$ cat src/hdl/owm_pkg.sv
`timescale 1ns / 1ps
package owm_pkg;

  // command code carried by each tick, same encoding as the action field
  typedef enum logic [1:0] {
    OP_NONE  = 2'd0,
    OP_RESET = 2'd1,
    OP_WRITE = 2'd2,
    OP_READ  = 2'd3
  } op_t;

  // bus sequencer phases
  typedef enum logic [4:0] {
    PH_IDLE     = 5'b00001,
    PH_RST_LOW  = 5'b00010,
    PH_RST_REL  = 5'b00100,
    PH_SLOT_LOW = 5'b01000,
    PH_SLOT_REL = 5'b10000
  } phase_t;

  // one classified tick as it travels from front to back
  typedef struct packed {
    op_t        cmd;
    logic [7:0] data;
    logic       line;
  } tick_t;

  localparam int unsigned TC_W = 9;

  // timing in microsecond ticks
  localparam logic [TC_W-1:0] RST_LOW_TICKS = 9'd480;
  localparam logic [TC_W-1:0] RST_SAMPLE_AT = 9'd120;
  localparam logic [TC_W-1:0] RST_REL_TICKS = 9'd480;
  localparam logic [TC_W-1:0] W1_LOW        = 9'd10;
  localparam logic [TC_W-1:0] W1_REL        = 9'd55;
  localparam logic [TC_W-1:0] W0_LOW        = 9'd65;
  localparam logic [TC_W-1:0] W0_REL        = 9'd5;
  localparam logic [TC_W-1:0] RD_LOW        = 9'd3;
  localparam logic [TC_W-1:0] RD_SAMPLE_AT  = 9'd10;
  localparam logic [TC_W-1:0] RD_REL        = 9'd63;

  localparam logic [2:0] LAST_BIT = 3'd7;

endpackage

$ cat src/hdl/owm_front.sv
`timescale 1ns / 1ps
module owm_front
  import owm_pkg::*;
(
  input  logic       clk,
  input  logic       rst_n,
  input  logic       in_valid,
  output logic       in_ready,
  input  logic [1:0] in_action,
  input  logic [7:0] in_data_byte,
  input  logic       in_line_level,
  output logic       push_valid,
  input  logic       push_ready,
  output tick_t      push_item
);

  logic  valid_r, valid_nxt;
  tick_t item_r;
  tick_t item_nxt;

  assign in_ready   = !valid_r || push_ready;
  assign push_valid = valid_r;
  assign push_item  = item_r;

  // classify the raw action code into a command
  always_comb begin
    item_nxt.cmd  = op_t'(in_action);
    item_nxt.data = in_data_byte;
    item_nxt.line = in_line_level;
    valid_nxt     = valid_r;
    if (in_ready) begin
      valid_nxt = in_valid;
    end
  end

  always_ff @(posedge clk) begin
    if (!rst_n) begin
      valid_r <= 1'b0;
    end else begin
      valid_r <= valid_nxt;
    end
  end

  always_ff @(posedge clk) begin
    if (in_valid && in_ready) begin
      item_r <= item_nxt;
    end
  end

endmodule

$ cat src/hdl/owm_queue.sv
`timescale 1ns / 1ps
module owm_queue
  import owm_pkg::*;
#(
  parameter int unsigned DEPTH = 4
) (
  input  logic  clk,
  input  logic  rst_n,
  input  logic  push_valid,
  output logic  push_ready,
  input  tick_t push_item,
  output logic  pop_valid,
  input  logic  pop_ready,
  output tick_t pop_item
);

  localparam int unsigned PTR_W = (DEPTH > 1) ? $clog2(DEPTH) : 1;
  localparam int unsigned CNT_W = $clog2(DEPTH + 1);

  tick_t            mem_r [DEPTH];
  logic [PTR_W-1:0] wr_ptr_r, wr_ptr_nxt;
  logic [PTR_W-1:0] rd_ptr_r, rd_ptr_nxt;
  logic [CNT_W-1:0] count_r, count_nxt;
  logic             do_push, do_pop;

  assign push_ready = (count_r != CNT_W'(DEPTH));
  assign pop_valid  = (count_r != '0);
  assign pop_item   = mem_r[rd_ptr_r];
  assign do_push    = push_valid && push_ready;
  assign do_pop     = pop_valid && pop_ready;

  always_comb begin
    wr_ptr_nxt = wr_ptr_r;
    rd_ptr_nxt = rd_ptr_r;
    count_nxt  = count_r;
    if (do_push) begin
      wr_ptr_nxt = (wr_ptr_r == PTR_W'(DEPTH - 1)) ? '0 : wr_ptr_r + 1'b1;
    end
    if (do_pop) begin
      rd_ptr_nxt = (rd_ptr_r == PTR_W'(DEPTH - 1)) ? '0 : rd_ptr_r + 1'b1;
    end
    if (do_push && !do_pop) begin
      count_nxt = count_r + 1'b1;
    end else if (do_pop && !do_push) begin
      count_nxt = count_r - 1'b1;
    end
  end

  always_ff @(posedge clk) begin
    if (!rst_n) begin
      wr_ptr_r <= '0;
      rd_ptr_r <= '0;
      count_r  <= '0;
    end else begin
      wr_ptr_r <= wr_ptr_nxt;
      rd_ptr_r <= rd_ptr_nxt;
      count_r  <= count_nxt;
    end
  end

  always_ff @(posedge clk) begin
    if (do_push) begin
      mem_r[wr_ptr_r] <= push_item;
    end
  end

endmodule

$ cat src/hdl/owm_back.sv
`timescale 1ns / 1ps
module owm_back
  import owm_pkg::*;
(
  input  logic       clk,
  input  logic       rst_n,
  input  logic       pop_valid,
  output logic       pop_ready,
  input  tick_t      pop_item,
  output logic       out_valid,
  input  logic       out_ready,
  output logic       out_drive_low,
  output logic       out_busy_res,
  output logic       out_done_res,
  output logic       out_presence,
  output logic [7:0] out_read_result,
  output logic       out_rejected
);

  phase_t           phase_r, phase_nxt;
  op_t              op_r, op_nxt;
  logic [TC_W-1:0]  tc_r, tc_nxt;
  logic [2:0]       bit_r, bit_nxt;
  logic [7:0]       shift_r, shift_nxt;
  logic             pres_r, pres_nxt;
  logic [7:0]       rd_val_r, rd_val_nxt;

  logic             ov_r, ov_nxt;
  logic             drive_r, busy_r, done_r, rej_r;
  logic             drive_nxt, busy_nxt, done_nxt, rej_nxt;

  logic             step;
  logic [TC_W-1:0]  low_len, rel_len;

  assign pop_ready = !ov_r || out_ready;
  assign step      = pop_valid && pop_ready;

  assign out_valid       = ov_r;
  assign out_drive_low   = drive_r;
  assign out_busy_res    = busy_r;
  assign out_done_res    = done_r;
  assign out_presence    = pres_r;
  assign out_read_result = rd_val_r;
  assign out_rejected    = rej_r;

  always_comb begin
    phase_nxt  = phase_r;
    op_nxt     = op_r;
    tc_nxt     = tc_r;
    bit_nxt    = bit_r;
    shift_nxt  = shift_r;
    pres_nxt   = pres_r;
    rd_val_nxt = rd_val_r;
    drive_nxt  = 1'b0;
    busy_nxt   = 1'b0;
    done_nxt   = 1'b0;
    rej_nxt    = 1'b0;
    low_len    = RD_LOW;
    rel_len    = RD_REL;

    // command start, only from idle
    if (phase_r == PH_IDLE) begin
      if (pop_item.cmd == OP_RESET) begin
        phase_nxt = PH_RST_LOW;
        op_nxt    = OP_RESET;
        tc_nxt    = '0;
      end else if (pop_item.cmd == OP_WRITE || pop_item.cmd == OP_READ) begin
        phase_nxt = PH_SLOT_LOW;
        op_nxt    = pop_item.cmd;
        tc_nxt    = '0;
        bit_nxt   = '0;
        shift_nxt = (pop_item.cmd == OP_WRITE) ? pop_item.data : 8'd0;
      end
    end else if (pop_item.cmd != OP_NONE) begin
      rej_nxt = 1'b1;
    end

    if (op_nxt != OP_READ) begin
      low_len = shift_nxt[0] ? W1_LOW : W0_LOW;
      rel_len = shift_nxt[0] ? W1_REL : W0_REL;
    end

    // the tick itself, including the start tick
    case (phase_nxt)
      PH_IDLE: begin
      end
      PH_RST_LOW: begin
        busy_nxt  = 1'b1;
        drive_nxt = 1'b1;
        tc_nxt    = tc_nxt + 1'b1;
        if (tc_nxt >= RST_LOW_TICKS) begin
          phase_nxt = PH_RST_REL;
          tc_nxt    = '0;
        end
      end
      PH_RST_REL: begin
        busy_nxt = 1'b1;
        if (tc_nxt == RST_SAMPLE_AT) begin
          pres_nxt = !pop_item.line;
        end
        tc_nxt = tc_nxt + 1'b1;
        if (tc_nxt >= RST_REL_TICKS) begin
          phase_nxt = PH_IDLE;
          op_nxt    = OP_NONE;
          tc_nxt    = '0;
          done_nxt  = 1'b1;
        end
      end
      PH_SLOT_LOW: begin
        busy_nxt  = 1'b1;
        drive_nxt = 1'b1;
        tc_nxt    = tc_nxt + 1'b1;
        if (tc_nxt >= low_len) begin
          phase_nxt = PH_SLOT_REL;
          tc_nxt    = '0;
        end
      end
      PH_SLOT_REL: begin
        busy_nxt = 1'b1;
        if (op_nxt == OP_READ && tc_nxt == RD_SAMPLE_AT) begin
          shift_nxt = {pop_item.line, shift_nxt[7:1]};
        end
        tc_nxt = tc_nxt + 1'b1;
        if (tc_nxt >= rel_len) begin
          tc_nxt = '0;
          if (op_nxt == OP_WRITE) begin
            shift_nxt = {1'b0, shift_nxt[7:1]};
          end
          if (bit_nxt == LAST_BIT) begin
            if (op_nxt == OP_READ) begin
              rd_val_nxt = shift_nxt;
            end
            bit_nxt   = '0;
            phase_nxt = PH_IDLE;
            op_nxt    = OP_NONE;
            done_nxt  = 1'b1;
          end else begin
            bit_nxt   = bit_nxt + 1'b1;
            phase_nxt = PH_SLOT_LOW;
          end
        end
      end
      default: begin
        phase_nxt = PH_IDLE;
      end
    endcase

    ov_nxt = ov_r;
    if (pop_ready) begin
      ov_nxt = pop_valid;
    end
  end

  always_ff @(posedge clk) begin
    if (!rst_n) begin
      phase_r  <= PH_IDLE;
      op_r     <= OP_NONE;
      tc_r     <= '0;
      bit_r    <= '0;
      shift_r  <= '0;
      pres_r   <= 1'b0;
      rd_val_r <= '0;
      ov_r     <= 1'b0;
    end else begin
      ov_r <= ov_nxt;
      if (step) begin
        phase_r  <= phase_nxt;
        op_r     <= op_nxt;
        tc_r     <= tc_nxt;
        bit_r    <= bit_nxt;
        shift_r  <= shift_nxt;
        pres_r   <= pres_nxt;
        rd_val_r <= rd_val_nxt;
      end
    end
  end

  always_ff @(posedge clk) begin
    if (step) begin
      drive_r <= drive_nxt;
      busy_r  <= busy_nxt;
      done_r  <= done_nxt;
      rej_r   <= rej_nxt;
    end
  end

endmodule

$ cat src/hdl/one_wire_bus_master_core.sv
`timescale 1ns / 1ps
// standard-speed 1-wire bus master, one input beat per microsecond tick
//
// input channel: in_valid / in_ready with in_action (0 tick only, 1 reset,
// 2 write byte, 3 read byte), in_data_byte and in_line_level, the bus level
// sampled for that tick. result channel: out_valid / out_ready, exactly one
// result beat per input beat, in order: out_drive_low for the tick, busy and
// done flags, last presence answer, last read byte, and a rejected flag for a
// command that arrived while an operation was still running.
//
// the front stage registers and classifies each beat, a 4-entry queue
// follows, and the back sequencer runs the reset/slot timing and holds the
// result in an output register. a beat passes through the front register,
// the queue and the output register; throughput is one beat per cycle,
// as long as out_ready stays high.
//
// when out_ready is low the output register holds, the sequencer stops,
// the queue fills and in_ready drops only once the queue and front stage
// are full. synchronous active-low reset returns to idle with presence and
// the read byte cleared.
module one_wire_bus_master_core
  import owm_pkg::*;
#(
  parameter int unsigned QUEUE_DEPTH = 4
) (
  input  logic       clk,
  input  logic       rst_n,
  input  logic       in_valid,
  output logic       in_ready,
  input  logic [1:0] in_action,
  input  logic [7:0] in_data_byte,
  input  logic       in_line_level,
  output logic       out_valid,
  input  logic       out_ready,
  output logic       out_drive_low,
  output logic       out_busy_res,
  output logic       out_done_res,
  output logic       out_presence,
  output logic [7:0] out_read_result,
  output logic       out_rejected
);

  // front to queue
  logic  push_valid, push_ready;
  tick_t push_item;

  // queue to back
  logic  pop_valid, pop_ready;
  tick_t pop_item;

  owm_front u_front (
    .clk           (clk),
    .rst_n         (rst_n),
    .in_valid      (in_valid),
    .in_ready      (in_ready),
    .in_action     (in_action),
    .in_data_byte  (in_data_byte),
    .in_line_level (in_line_level),
    .push_valid    (push_valid),
    .push_ready    (push_ready),
    .push_item     (push_item)
  );

  owm_queue #(
    .DEPTH (QUEUE_DEPTH)
  ) u_queue (
    .clk        (clk),
    .rst_n      (rst_n),
    .push_valid (push_valid),
    .push_ready (push_ready),
    .push_item  (push_item),
    .pop_valid  (pop_valid),
    .pop_ready  (pop_ready),
    .pop_item   (pop_item)
  );

  // sequencer steps once per popped tick, only when the output slot frees
  owm_back u_back (
    .clk             (clk),
    .rst_n           (rst_n),
    .pop_valid       (pop_valid),
    .pop_ready       (pop_ready),
    .pop_item        (pop_item),
    .out_valid       (out_valid),
    .out_ready       (out_ready),
    .out_drive_low   (out_drive_low),
    .out_busy_res    (out_busy_res),
    .out_done_res    (out_done_res),
    .out_presence    (out_presence),
    .out_read_result (out_read_result),
    .out_rejected    (out_rejected)
  );

endmodule
$ cat config.mk
export PLATFORM = sky130hd
export DESIGN_NAME = one_wire_bus_master_core
export DESIGN_NICKNAME = d
export VERILOG_FILES = /design/src/hdl/owm_pkg.sv /design/src/hdl/owm_front.sv /design/src/hdl/owm_queue.sv /design/src/hdl/owm_back.sv /design/src/hdl/one_wire_bus_master_core.sv
export SDC_FILE = /design/constraint.sdc
export NUM_CORES = 1
export LEC_CHECK = 0
export BUFFER_PORTS_ARGS = -buffer_cell sky130_fd_sc_hd__buf_2
export CORE_UTILIZATION = 60
export CTS_CLUSTER_DIAMETER = 150
export DETAILED_ROUTE_END_ITERATION = 10
export PLACE_DENSITY = 0.79
export SYNTH_ARGS = -nofsm -noshare
export SYNTH_HDL_FRONTEND = slang
export SYNTH_HIERARCHICAL = 1
export SYNTH_SLANG_ARGS = --single-unit
$ cat constraint.sdc
create_clock -name clk -period 10.25 [get_ports clk]
set_clock_uncertainty 0.05 [all_clocks]
set_input_delay 0.5125 -clock clk [delete_from_list [all_inputs] [get_ports clk]]
set_output_delay 0.5125 -clock clk [all_outputs]
set_load 0.02 [all_outputs]
==> flow_summary.json, run 1 <==
{
  "run_status": "finished clean",
  "die-width_um": 97.4,
  "postRouteWirelength_um": 11300,
  "grt_use_total_pct": 24.6,
  "post_synth_num_cell_types": 75,
  "grt_util_met2_pct": 44.3,
  "layout_min_cycle_time_ns": 5.70,
  "register_area_um2": 2710,
  "postLayoutSetupSlackWorst_ns": 4.55,
  "cts_root_buffer": "sky130_fd_sc_hd__clkbuf_8",
  "synth_cells": 513,
  "synth.area.top_cells": "sky130_fd_sc_hd__edfxtp_1, sky130_fd_sc_hd__dfxtp_1, sky130_fd_sc_hd__mux4_2",
  "cts_bufs_inserted": 9,
  "routed_via_density": 6.26,
  "design.portCount": 30,
  "hp-start": "in_data_byte[4]",
  "power.total_mw": 1.57,
  "detailedRoute.firstIterationViolations": 203,
  "cts_setup_buffers": 0,
  "finalInstanceArea_um2": 5800,
  "htree_levels": 3,
  "antenna_left": 0,
  "grt.met1_usage_pct": 28.3,
  "global_route.usage.met3_pct": 4.17,
  "p_sw_mw": 0.683,
  "setup_viol_count_final": 0,
  "netlist_area_um2": 5470,
  "antenna_found_initial": 0,
  "fp.dieArea_um2": 9490,
  "critical_path_buf_inv_count": 1,
  "placedCellCount": 617,
  "yosysSeqAreaShare_pct": 49.6,
  "cts-resized-gates": 0,
  "fillCellCount": 700,
  "critical_path.startpoint_type": "register",
  "grt_max_degree": 58,
  "grt_pass1_wl_um": 18400,
  "worst_skew_pair.late_latency_ns": 0.38,
  "place_congestion": 0.906,
  "internal-power_mw": 0.892,
  "maxSlewHeadroom_pct": 46.2,
  "n_antenna_cell": 0,
  "globalRoute.busiestLayer": "met2",
  "die_height_um": 97.4,
  "synth_warnings": 6,
  "max-clock-path-buffers": 2,
  "cp.required_ns": 10.47,
  "critical-path-top-delay-family": "simple AND/OR/NAND/NOR gates",
  "drt_pass1_iterations": 5,
  "tritoncts": "yes",
  "synth_enable_flop_cells": 59,
  "clock_power_share_pct": 17.1,
  "critical_path_peak_fanout": 16,
  "synth.avg_cell_area_um2": 10.7,
  "slowest_delay_ns": 0.82,
  "placement.setup.worst_slack_ns": 4.58,
  "hold_buf_count_cts": 0,
  "worst_path_arrival_time_ns": 5.92,
  "yosysMostFrequentCell": "sky130_fd_sc_hd__edfxtp_1",
  "final_nets": 552,
  "post_layout_nonfiller_instances": 633,
  "drive_above_1_share_pct": 17.1,
  "start_util_pct": 62.4,
  "port_buffers": 29,
  "dr_total_vias": 3962,
  "power.switching_fraction_pct": 43.4,
  "p_leak_nw": 2.22,
  "timing.critical_path.to_type": "register",
  "place.detailed.hpwl_um": 8180,
  "rrSetupSlack_ns": 4.55,
  "timing_worst_setup_path_type": "reg -> reg",
  "ys_seq_elements": 106,
  "setup-tns-final_ns": 0,
  "hold-path-endpoint": "u_front/push_item[5]",
  "synthDominantCellAreaShare_pct": 32.4,
  "postSynth.asyncResetShare_pct": 0,
  "final-hold-violation-count": 0,
  "dpl_cell_area_um2": 5580,
  "worst_r2r_endpoint": "u_back/out_read_result[3]",
  "pwr-share-seq_pct": 36.0,
  "synth_top_cells_by_count": "sky130_fd_sc_hd__edfxtp_1, sky130_fd_sc_hd__nand2_1, sky130_fd_sc_hd__dfxtp_1",
  "path_cells": "mux4_2 > o21ba_2 > nand2_1 > nand2_1 > inv_1 > ha_1 > and3_1 > xnor2_1 > nor2_1 > ha_1 > o21ai_0 > a21oi_1 > or4b_1 > and4_1 > nor2_4 > and4_1 > o211ai_1 > o211a_1",
  "std_cell_rows": 34,
  "synthesized_net_count": 545,
  "multi_input_area_um2": 2500,
  "first_global_vias": 3844,
  "tightest_slew_ns": 0.806,
  "detail_route.wl_per_cell_um": 17.9,
  "syn_to_final_growth_pct": 6.09,
  "path_clk_slew_ns": 0.12,
  "hp-class": "in -> reg",
  "cts.sink_count": 106,
  "critPathSlowestCell": "sky130_fd_sc_hd__dfxtp_1",
  "vdd_ir_drop_max_mv": 0.128,
  "power.density_nw_per_um2": 272,
  "drv_cap": 0,
  "drc": 0,
  "design.core.area_um2": 8760,
  "period_share_pct": 55.6,
  "power_frac_comb_pct": 47.0,
  "slew_viol_final": 0,
  "hold_depth": 1,
  "grt_setup_unrepaired": "false",
  "r2r_cells": 18,
  "timing.fmax_mhz": 175,
  "synthFlopType": "sky130_fd_sc_hd__edfxtp_1",
  "grt-ovfl-total": 0,
  "netlist.top_cell.by_area": "sky130_fd_sc_hd__edfxtp_1"
}
stage by stage:
stage | hold WS (ns) | util [%]
CTS | 0.237 | 66.2
global route | 0.235 | 66.2
floorplan | 0.381 | -
global placement | 0.387 | 63.7
finish | 0.251 | 66.2
detailed placement | 0.395 | 63.7
power by group through the flow:
stage / Sequential [mW] / Clock [mW] / Combinational (mW)
after global placement: 0.573 / 0 / 0.714
after floorplan: 0.557 / 0 / 0.580
final: 0.566 / 0.269 / 0.739
after detailed placement: 0.576 / 0 / 0.727
after CTS: 0.567 / 0.276 / 0.731
after global routing: 0.576 / 0.290 / 0.809
cell type report:
class / instances / area share (%)
sequential: 106 / 46.8
multi-input combinational: 352 / 43.1
timing repair buffer: 31 / 2.76
tap: 108 / 2.33
clock buffer: 9 / 2.14
clock inverter: 7 / 1.58
inverter: 20 / 1.29
state kept, by name, indices dropped and copies added (netlist names), 2 cells and up, named ones only:
register and flops:
u_back/bit_r 3, u_back/op_r 2, u_back/out_read_result 8, u_back/phase_r 5, u_back/shift_r 8, u_back/tc_r 9, u_front/push_item 11, u_queue/count_r 3
u_queue/mem_r 44, u_queue/rd_ptr_r 2, u_queue/wr_ptr_r 2
metal layers:
metal | wire, um | up-vias
li1 | - | 1900
met1 | 4620 | 1913
met3 | 470 | 33
met4 | 387 | 0
met2 | 5840 | 116
met5 | 0 | -
layout by cell type (no fill, tap or decap), drive strengths merged, types with 4 or more instances in the layout:
cell / synthesis / layout
buf: 13 / 31
a21oi: 25 / 25
nor2b: 7 / 7
clkbuf: 22 / 9
xor2: 4 / 4
o211ai: 4 / 4
mux4: 11 / 11
mux2: 5 / 5
a22o: 4 / 4
edfxtp: 59 / 59
xnor2: 8 / 8
dfxtp: 47 / 47
ha: 16 / 16
a31oi: 5 / 5
nor2: 32 / 32
nand2: 51 / 51
and3: 12 / 12
inv: 20 / 25
nor3: 10 / 10
a21boi: 5 / 5
nand4: 6 / 6
nor3b: 5 / 5
nand3: 24 / 24
mux2i: 14 / 14
o21ai: 36 / 36
o31ai: 4 / 4
and2: 6 / 6
nor4b: 4 / 4
nand2b: 5 / 5
how the worst max path moves through the flow:
stage	slack, ns	end	cells after the start	from
6_report	4.55	u_back/out_read_result[3]	18	register
3_3_place_gp	4.71	u_back/out_read_result[3]	18	register
4_1_cts	4.53	u_back/out_read_result[3]	18	register
3_5_place_dp	4.58	u_back/out_read_result[3]	18	register
2_1_floorplan	5.62	u_back/tc_r[7]	22	register
5_1_grt	4.07	u_back/out_read_result[3]	18	register
cell families after synthesis:
kind of cell / Yosys count / share of synthesized area (%)
adder cells (fa/ha/maj): 18 / 4.21
XOR/XNOR: 12 / 1.92
buffers and inverters: 55 / 4.62
AND/OR/NAND/NOR: 179 / 17.9
multiplexers: 30 / 8.13
AO/OA/AOI/OAI: 113 / 13.6
flip-flops: 106 / 49.6
Note: power is estimated with default switching activity, not from simulation.
==> run 2: changes to the inputs <==
--- a/config.mk
+++ b/config.mk
@@ -5,11 +5,12 @@
 export SDC_FILE = /design/constraint.sdc
 export NUM_CORES = 1
 export LEC_CHECK = 0
+export ABC_AREA = 1
 export BUFFER_PORTS_ARGS = -buffer_cell sky130_fd_sc_hd__buf_2
-export CORE_UTILIZATION = 60
+export CORE_UTILIZATION = 55
 export CTS_CLUSTER_DIAMETER = 150
 export DETAILED_ROUTE_END_ITERATION = 10
-export PLACE_DENSITY = 0.79
+export PLACE_DENSITY = 0.76
 export SYNTH_ARGS = -nofsm -noshare
 export SYNTH_HDL_FRONTEND = slang
 export SYNTH_HIERARCHICAL = 1
==> constraint.sdc (replaced) <==
create_clock -name clk -period 4.85 [get_ports clk]
set_clock_uncertainty 0.05 [all_clocks]
set_input_delay 0.2425 -clock clk [delete_from_list [all_inputs] [get_ports clk]]
set_output_delay 0.2425 -clock clk [all_outputs]
set_load 0.02 [all_outputs]
==> run 2 against run 1 <==
Compared with the run above: area after synthesis rose by 4.6%; sequential power rose by 120%; worst setup slack got worse by 3.8 ns; total power rose to 2.9 times the previous value; first-iteration DRC count rose by 110%; fmax rose by 38%; highest routed layer unchanged; largest cell class unchanged.
==> flow_summary.json, run 2 <==
{
  "postSynth.asyncResetShare_pct": 0,
  "path_cells": "clkinv_1 > o21ai_1 > o22ai_1 > inv_1 > nand2_2 > nand3_4 > inv_2 > nor2_1 > ha_1 > nand4_1 > xor2_1 > inv_1 > ha_1 > nand3_1 > nand2_1 > nand2_2 > nand2_4 > nand2_4 > nor2_8 > nand2_4 > a21oi_1 > nor2_1",
  "timing_worst_setup_path_type": "reg -> reg",
  "p_leak_nw": 2.84,
  "post_synth_num_cell_types": 40,
  "routed_via_density": 5.51,
  "yosysSeqAreaShare_pct": 47.4,
  "postRouteWirelength_um": 13300,
  "internal-power_mw": 2.13,
  "die-width_um": 104,
  "register_area_um2": 2710,
  "rrSetupSlack_ns": 0.73,
  "p_sw_mw": 2.40,
  "critical_path_peak_fanout": 16,
  "slowest_delay_ns": 0.56,
  "multi_input_area_um2": 2520,
  "pwr-share-seq_pct": 27.9,
  "grt_use_total_pct": 26.1,
  "largest_register_ff_count": 44,
  "worst_r2r_endpoint": "u_back/out_read_result[7]",
  "worst_path_arrival_time_ns": 4.35,
  "port_buffers": 29,
  "timing.fmax_mhz": 243,
  "path_clk_slew_ns": 0.10,
  "n_antenna_cell": 0,
  "drv_cap": 0,
  "drive_above_1_share_pct": 11.8,
  "clock_power_share_pct": 11.4,
  "r2r_cells": 22,
  "synthesized_net_count": 749,
  "design.portCount": 30,
  "synthFlopType": "sky130_fd_sc_hd__edfxtp_1",
  "hp-start": "in_valid",
  "synth.area.top_cells": "sky130_fd_sc_hd__edfxtp_1, sky130_fd_sc_hd__dfxtp_1, sky130_fd_sc_hd__nand2_1",
  "layout_min_cycle_time_ns": 4.12,
  "hold-path-endpoint": "u_front/push_valid",
  "synth-simple-area-share_pct": 29.7,
  "placement.setup.worst_slack_ns": 0.780,
  "synth.mux.area_fraction_pct": 0,
  "grt_pass1_wl_um": 22400,
  "power.density_nw_per_um2": 724,
  "worst_path_most_repeated_cell": "sky130_fd_sc_hd__nand2_4",
  "place_congestion": 0.901,
  "synth_enable_flop_cells": 59,
  "grt-ovfl-total": 0,
  "postLayoutSetupSlackWorst_ns": 0.733,
  "grt_max_degree": 45,
  "commonest_cells_after_routing_fill_and_taps_aside": "sky130_fd_sc_hd__nand2_1, sky130_fd_sc_hd__inv_1, sky130_fd_sc_hd__nor2_1",
  "yosysMostFrequentCell": "sky130_fd_sc_hd__nand2_1",
  "worst_skew_pair.late_latency_ns": 0.38,
  "max-clock-path-buffers": 2,
  "cts_root_buffer": "sky130_fd_sc_hd__clkbuf_8",
  "final_core_area_utilization_pct": 63.1,
  "critical_path.startpoint_type": "register",
  "die_height_um": 104,
  "synth-compound-area-share_pct": 10.1,
  "setup_viol_count_final": 0,
  "tritoncts": "yes",
  "syn_to_final_growth_pct": 9.28,
  "fillCellCount": 886,
  "cts.sink_count": 106,
  "fp.dieArea_um2": 10800,
  "synth_cells": 717,
  "post_synthesis_share_of_cell_area_spent_on_full_adders_half_adders_and_majority_gates_pct": 3.85,
  "synth_top_cells_by_count": "sky130_fd_sc_hd__nand2_1, sky130_fd_sc_hd__inv_1, sky130_fd_sc_hd__nor2_1",
  "synth.avg_cell_area_um2": 7.97,
  "grt_setup_unrepaired": "false",
  "place.detailed.hpwl_um": 9490,
  "final-hold-violation-count": 0,
  "timing.critical_path.to_type": "register",
  "antenna_found_initial": 0,
  "design.core.area_um2": 9910,
  "final_common_cell": "sky130_fd_sc_hd__nand2_1",
  "post_layout_nonfiller_instances": 890,
  "antenna_left": 0,
  "synth_xor_area_share_pct": 0.460,
  "largest-register": "u_queue/mem_r",
  "synthDominantCellAreaShare_pct": 31.0,
  "power_frac_comb_pct": 60.7,
  "netlist_area_um2": 5720,
  "critPathSlowestCell": "sky130_fd_sc_hd__dfxtp_1",
  "drc": 0,
  "setup-tns-final_ns": 0,
  "first_global_vias": 4663,
  "final_nets": 784,
  "detailedRoute.firstIterationViolations": 418,
  "tightest_slew_ns": 1.18,
  "synth_warnings": 6,
  "hold_buf_count_cts": 11,
  "run_status": "finished clean",
  "htree_levels": 3,
  "vdd_ir_drop_max_mv": 0.607,
  "drt_pass1_iterations": 5,
  "power.switching_fraction_pct": 53.0,
  "hp-class": "in -> reg",
  "ys_seq_elements": 106,
  "hold_ws_ns": 0.0749,
  "start_util_pct": 57.7,
  "dr_total_vias": 4907,
  "hold_depth": 3,
  "period_share_pct": 84.9,
  "placedCellCount": 863,
  "netlist.top_cell.by_area": "sky130_fd_sc_hd__edfxtp_1",
  "cts_setup_buffers": 0,
  "largest_family_of_logic_cells_by_synthesized_area": "simple AND/OR/NAND/NOR gates",
  "detail_route.wl_per_cell_um": 14.9,
  "cts-resized-gates": 0,
  "cp.required_ns": 5.08,
  "std_cell_rows": 36,
  "maxSlewHeadroom_pct": 21.2,
  "cts_bufs_inserted": 9,
  "slew_viol_final": 0
}
==> run 2: cells by family after synthesis <==
kind of cell / after synthesis
AOI/OAI and AO/OA: 110
xor gates and xnor gates: 3
adders and majority gates: 17
buffers and inverters: 122
DFF: 106
and+or+nand+nor: 359
==> run 2: how the worst max path moves through the flow <==
stage / end / slack [ns] / depth (start not counted)
detailed placement: u_back/out_read_result[7] / 0.78 / 22
global route: u_back/out_read_result[7] / 0.26 / 22
global placement: u_back/out_read_result[7] / 1.01 / 22
floorplan: u_back/out_read_result[7] / 1.59 / 26
finish: u_back/out_read_result[7] / 0.73 / 22
CTS: u_back/out_read_result[7] / 0.77 / 22
==> run 2: area by class of cell <==
type	instances	area share, %
clock buffer	10	2.04
clock inverter	6	0.881
inverter	103	6.21
multi-input combinational	489	40.3
sequential	106	43.4
tap	133	2.66
timing repair buffer	43	4.45
==> run 2: worst max-delay path: cells and delay by family (launching register included) <==
family          cells  cell delay, ns
compound gates      3            0.42
flops               1            0.56
simple gates       12            1.45
fa+ha+maj           2            0.53
xor+xnor            1            0.17
buf+inv             4            0.82
==> run 2: layer usage <==
metal / GRT usage (%) / up-vias / share of wire [%]
li1: - / 2435 / -
met1: 34.1 / 2256 / 43
met2: 44.0 / 194 / 48
met3: 3.63 / 22 / 6.4
met4: 10.1 / 0 / 2.2
met5: 0 / - / 0
==> run 2: metrics by stage <==
step	area (um^2)	total power, mW
global route	6250	4.95
global placement	5960	3.90
detailed placement	5960	3.96
floorplan	5720	3.37
CTS	6250	4.49
finish	6250	4.53
==> run 2: power by group through the flow <==
stage               combinational (mW)  sequential, mW  clock, mW
floorplan                         2.10            1.27          0
global placement                  2.63            1.27          0
detailed placement                2.68            1.28          0
CTS                               2.70            1.26      0.527
global route                      3.10            1.28      0.562
finish                            2.75            1.26      0.518
==> run 3: changes to the inputs <==
--- a/config.mk
+++ b/config.mk
@@ -7,10 +7,10 @@
 export LEC_CHECK = 0
 export ABC_AREA = 1
 export BUFFER_PORTS_ARGS = -buffer_cell sky130_fd_sc_hd__buf_2
-export CORE_UTILIZATION = 55
+export CORE_UTILIZATION = 60
 export CTS_CLUSTER_DIAMETER = 150
 export DETAILED_ROUTE_END_ITERATION = 10
-export PLACE_DENSITY = 0.76
+export PLACE_DENSITY = 0.78
 export SYNTH_ARGS = -nofsm -noshare
 export SYNTH_HDL_FRONTEND = slang
 export SYNTH_HIERARCHICAL = 1
==> constraint.sdc (replaced) <==
create_clock -name clk -period 4.1 [get_ports clk]
set_clock_uncertainty 0.05 [all_clocks]
set_input_delay 0.205 -clock clk [delete_from_list [all_inputs] [get_ports clk]]
set_output_delay 0.205 -clock clk [all_outputs]
set_load 0.02 [all_outputs]
==> run 3 against run 2 <==
Compared with the run above: final cell count rose by 0.34%; flip-flop and latch count is the same; fmax grew 13%; non-clock buffer count up 7; wire length grew 3.0%; clock power up 38%; total power increased by 22%; cell area increased by 1.5%; register-to-register slack worse by 0.29 ns; critical path depth unchanged; via count up 0.96%.
==> flow_summary.json, run 3 (synthesis gave the netlist of run 2 again) <==
{
  "commonest_cells_after_routing_fill_and_taps_aside": "sky130_fd_sc_hd__nand2_1, sky130_fd_sc_hd__inv_1, sky130_fd_sc_hd__nor2_1",
  "die-width_um": 99.6,
  "run_status": "finished clean",
  "place.detailed.hpwl_um": 9510,
  "grt_use_total_pct": 29.2,
  "largest_register_ff_count": 44,
  "grt_max_degree": 34,
  "n_antenna_cell": 0,
  "place_congestion": 0.949,
  "port_buffers": 29,
  "final_common_cell": "sky130_fd_sc_hd__nand2_1",
  "final-hold-violation-count": 0,
  "worst_skew_pair.late_latency_ns": 0.37,
  "critPathSlowestCell": "sky130_fd_sc_hd__dfxtp_1",
  "p_leak_nw": 2.90,
  "tightest_slew_ns": 1.22,
  "worst_path_most_repeated_cell": "sky130_fd_sc_hd__nand2_4",
  "vdd_ir_drop_max_mv": 0.471,
  "antenna_found_initial": 0,
  "syn_to_final_growth_pct": 10.9,
  "timing_worst_setup_path_type": "reg -> reg",
  "drive_above_1_share_pct": 12.8,
  "design.core.area_um2": 9240,
  "postLayoutSetupSlackWorst_ns": 0.444,
  "cts.sink_count": 106,
  "postRouteWirelength_um": 13700,
  "htree_levels": 3,
  "final_core_area_utilization_pct": 68.6,
  "setup_viol_count_final": 0,
  "drv_cap": 0,
  "std_cell_rows": 35,
  "detail_route.wl_per_cell_um": 15.3,
  "drc": 0,
  "placedCellCount": 866,
  "grt_pass1_wl_um": 22500,
  "slew_viol_final": 0,
  "dpl_cell_area_um2": 6000,
  "detailedRoute.firstIterationViolations": 250,
  "tritoncts": "yes",
  "max-clock-path-buffers": 2,
  "largest-register": "u_queue/mem_r",
  "critical_path_peak_fanout": 11,
  "maxSlewHeadroom_pct": 18.7,
  "slowest_delay_ns": 0.54,
  "start_util_pct": 61.9,
  "grt-ovfl-total": 0,
  "timing.critical_path.to_type": "register",
  "critical-path-top-delay-family": "simple AND/OR/NAND/NOR gates",
  "fp.dieArea_um2": 9920,
  "timing.fmax_mhz": 273,
  "critical_path_buf_inv_count": 4,
  "fillCellCount": 759,
  "design.portCount": 30,
  "period_share_pct": 89.2,
  "first_global_vias": 4901,
  "cp.required_ns": 4.25,
  "path_cells": "inv_2 > o21ai_1 > o22ai_1 > inv_1 > nand2_2 > nand3_4 > inv_2 > nor2_1 > ha_1 > nand4_1 > xor2_1 > inv_1 > ha_1 > nand3_1 > nand2_1 > nand2_2 > nand2_4 > nand2_4 > nor2_8 > nand2_4 > nand2_1 > a21oi_1",
  "hp-class": "in -> reg",
  "drt_pass1_iterations": 7,
  "setup-tns-final_ns": 0,
  "path_clk_slew_ns": 0.12,
  "die_height_um": 99.6,
  "cts_bufs_inserted": 9,
  "post_layout_nonfiller_instances": 893,
  "placement.setup.worst_slack_ns": 0.439,
  "routed_via_density": 5.55,
  "grt_setup_unrepaired": "false",
  "antenna_left": 0,
  "worst_path_arrival_time_ns": 3.81,
  "cts_setup_buffers": 0,
  "finalInstanceArea_um2": 6340,
  "critical_path.startpoint_type": "register",
  "dr_total_vias": 4954,
  "final_nets": 791,
  "layout_min_cycle_time_ns": 3.66,
  "cts_root_buffer": "sky130_fd_sc_hd__clkbuf_8",
  "power.density_nw_per_um2": 873
}
[run 3: routing by layer]
metal / share of wire, % / vias to the layer above / routed length, um / track usage [%]
li1: - / 2447 / - / -
met1: 39 / 2310 / 5340 / 31.9
met2: 52 / 162 / 7100 / 55.4
met3: 5.3 / 35 / 730 / 4.22
met4: 3.9 / 0 / 531 / 14.1
met5: 0 / - / 0 / 0
[run 3: timing repair]
action,4_1_cts,5_1_grt
hold buffers,11,0
setup endpoints to repair,0,3
resized for setup,0,1
endpoints found under the hold margin,11,0
[run 3: final cells by class]
type / count / area, um^2 / share of cell area (%)
Sequential cell: 106 / 2710 / 42.8
Clock buffer: 9 / 124 / 1.95
Inverter: 103 / 388 / 6.12
Timing Repair Buffer: 50 / 330 / 5.21
Tap cell: 129 / 161 / 2.55
Clock inverter: 7 / 101 / 1.60
Multi-Input combinational cell: 489 / 2520 / 39.8
[run 3: where the power goes]
part,internal [mW],switching (mW)
Sequential,1.34,0.172
Combinational,0.997,2.31
Clock,0.307,0.410
Total,2.65,2.89
[run 3: metrics by stage]
stage / hold slack [ns] / total power, mW
after floorplan: 0.254 / 3.99
after global placement: 0.331 / 4.69
after detailed placement: 0.334 / 4.77
after CTS: 0.0303 / 5.49
after global routing: 0.0565 / 6.03
final: 0.0377 / 5.54
[run 3: final timing paths]
path	startpoint	end	slack, ns	depth (start not counted)
setup / recovery	register	u_back/out_read_result[2]	0.44	22
hold / removal	in_valid	u_front/push_valid	0.04	3
setup reg to reg	register	u_back/out_read_result[2]	0.44	22
hold reg to reg	u_back/out_read_result[5]	u_back/out_read_result[5]	0.41	2
[run 3: tightest hold or removal path, delay by kind of cell]
family                 cells  cell delay, ns
AOI/OAI and AO/OA          1            0.06
buffers and inverters      2            0.17
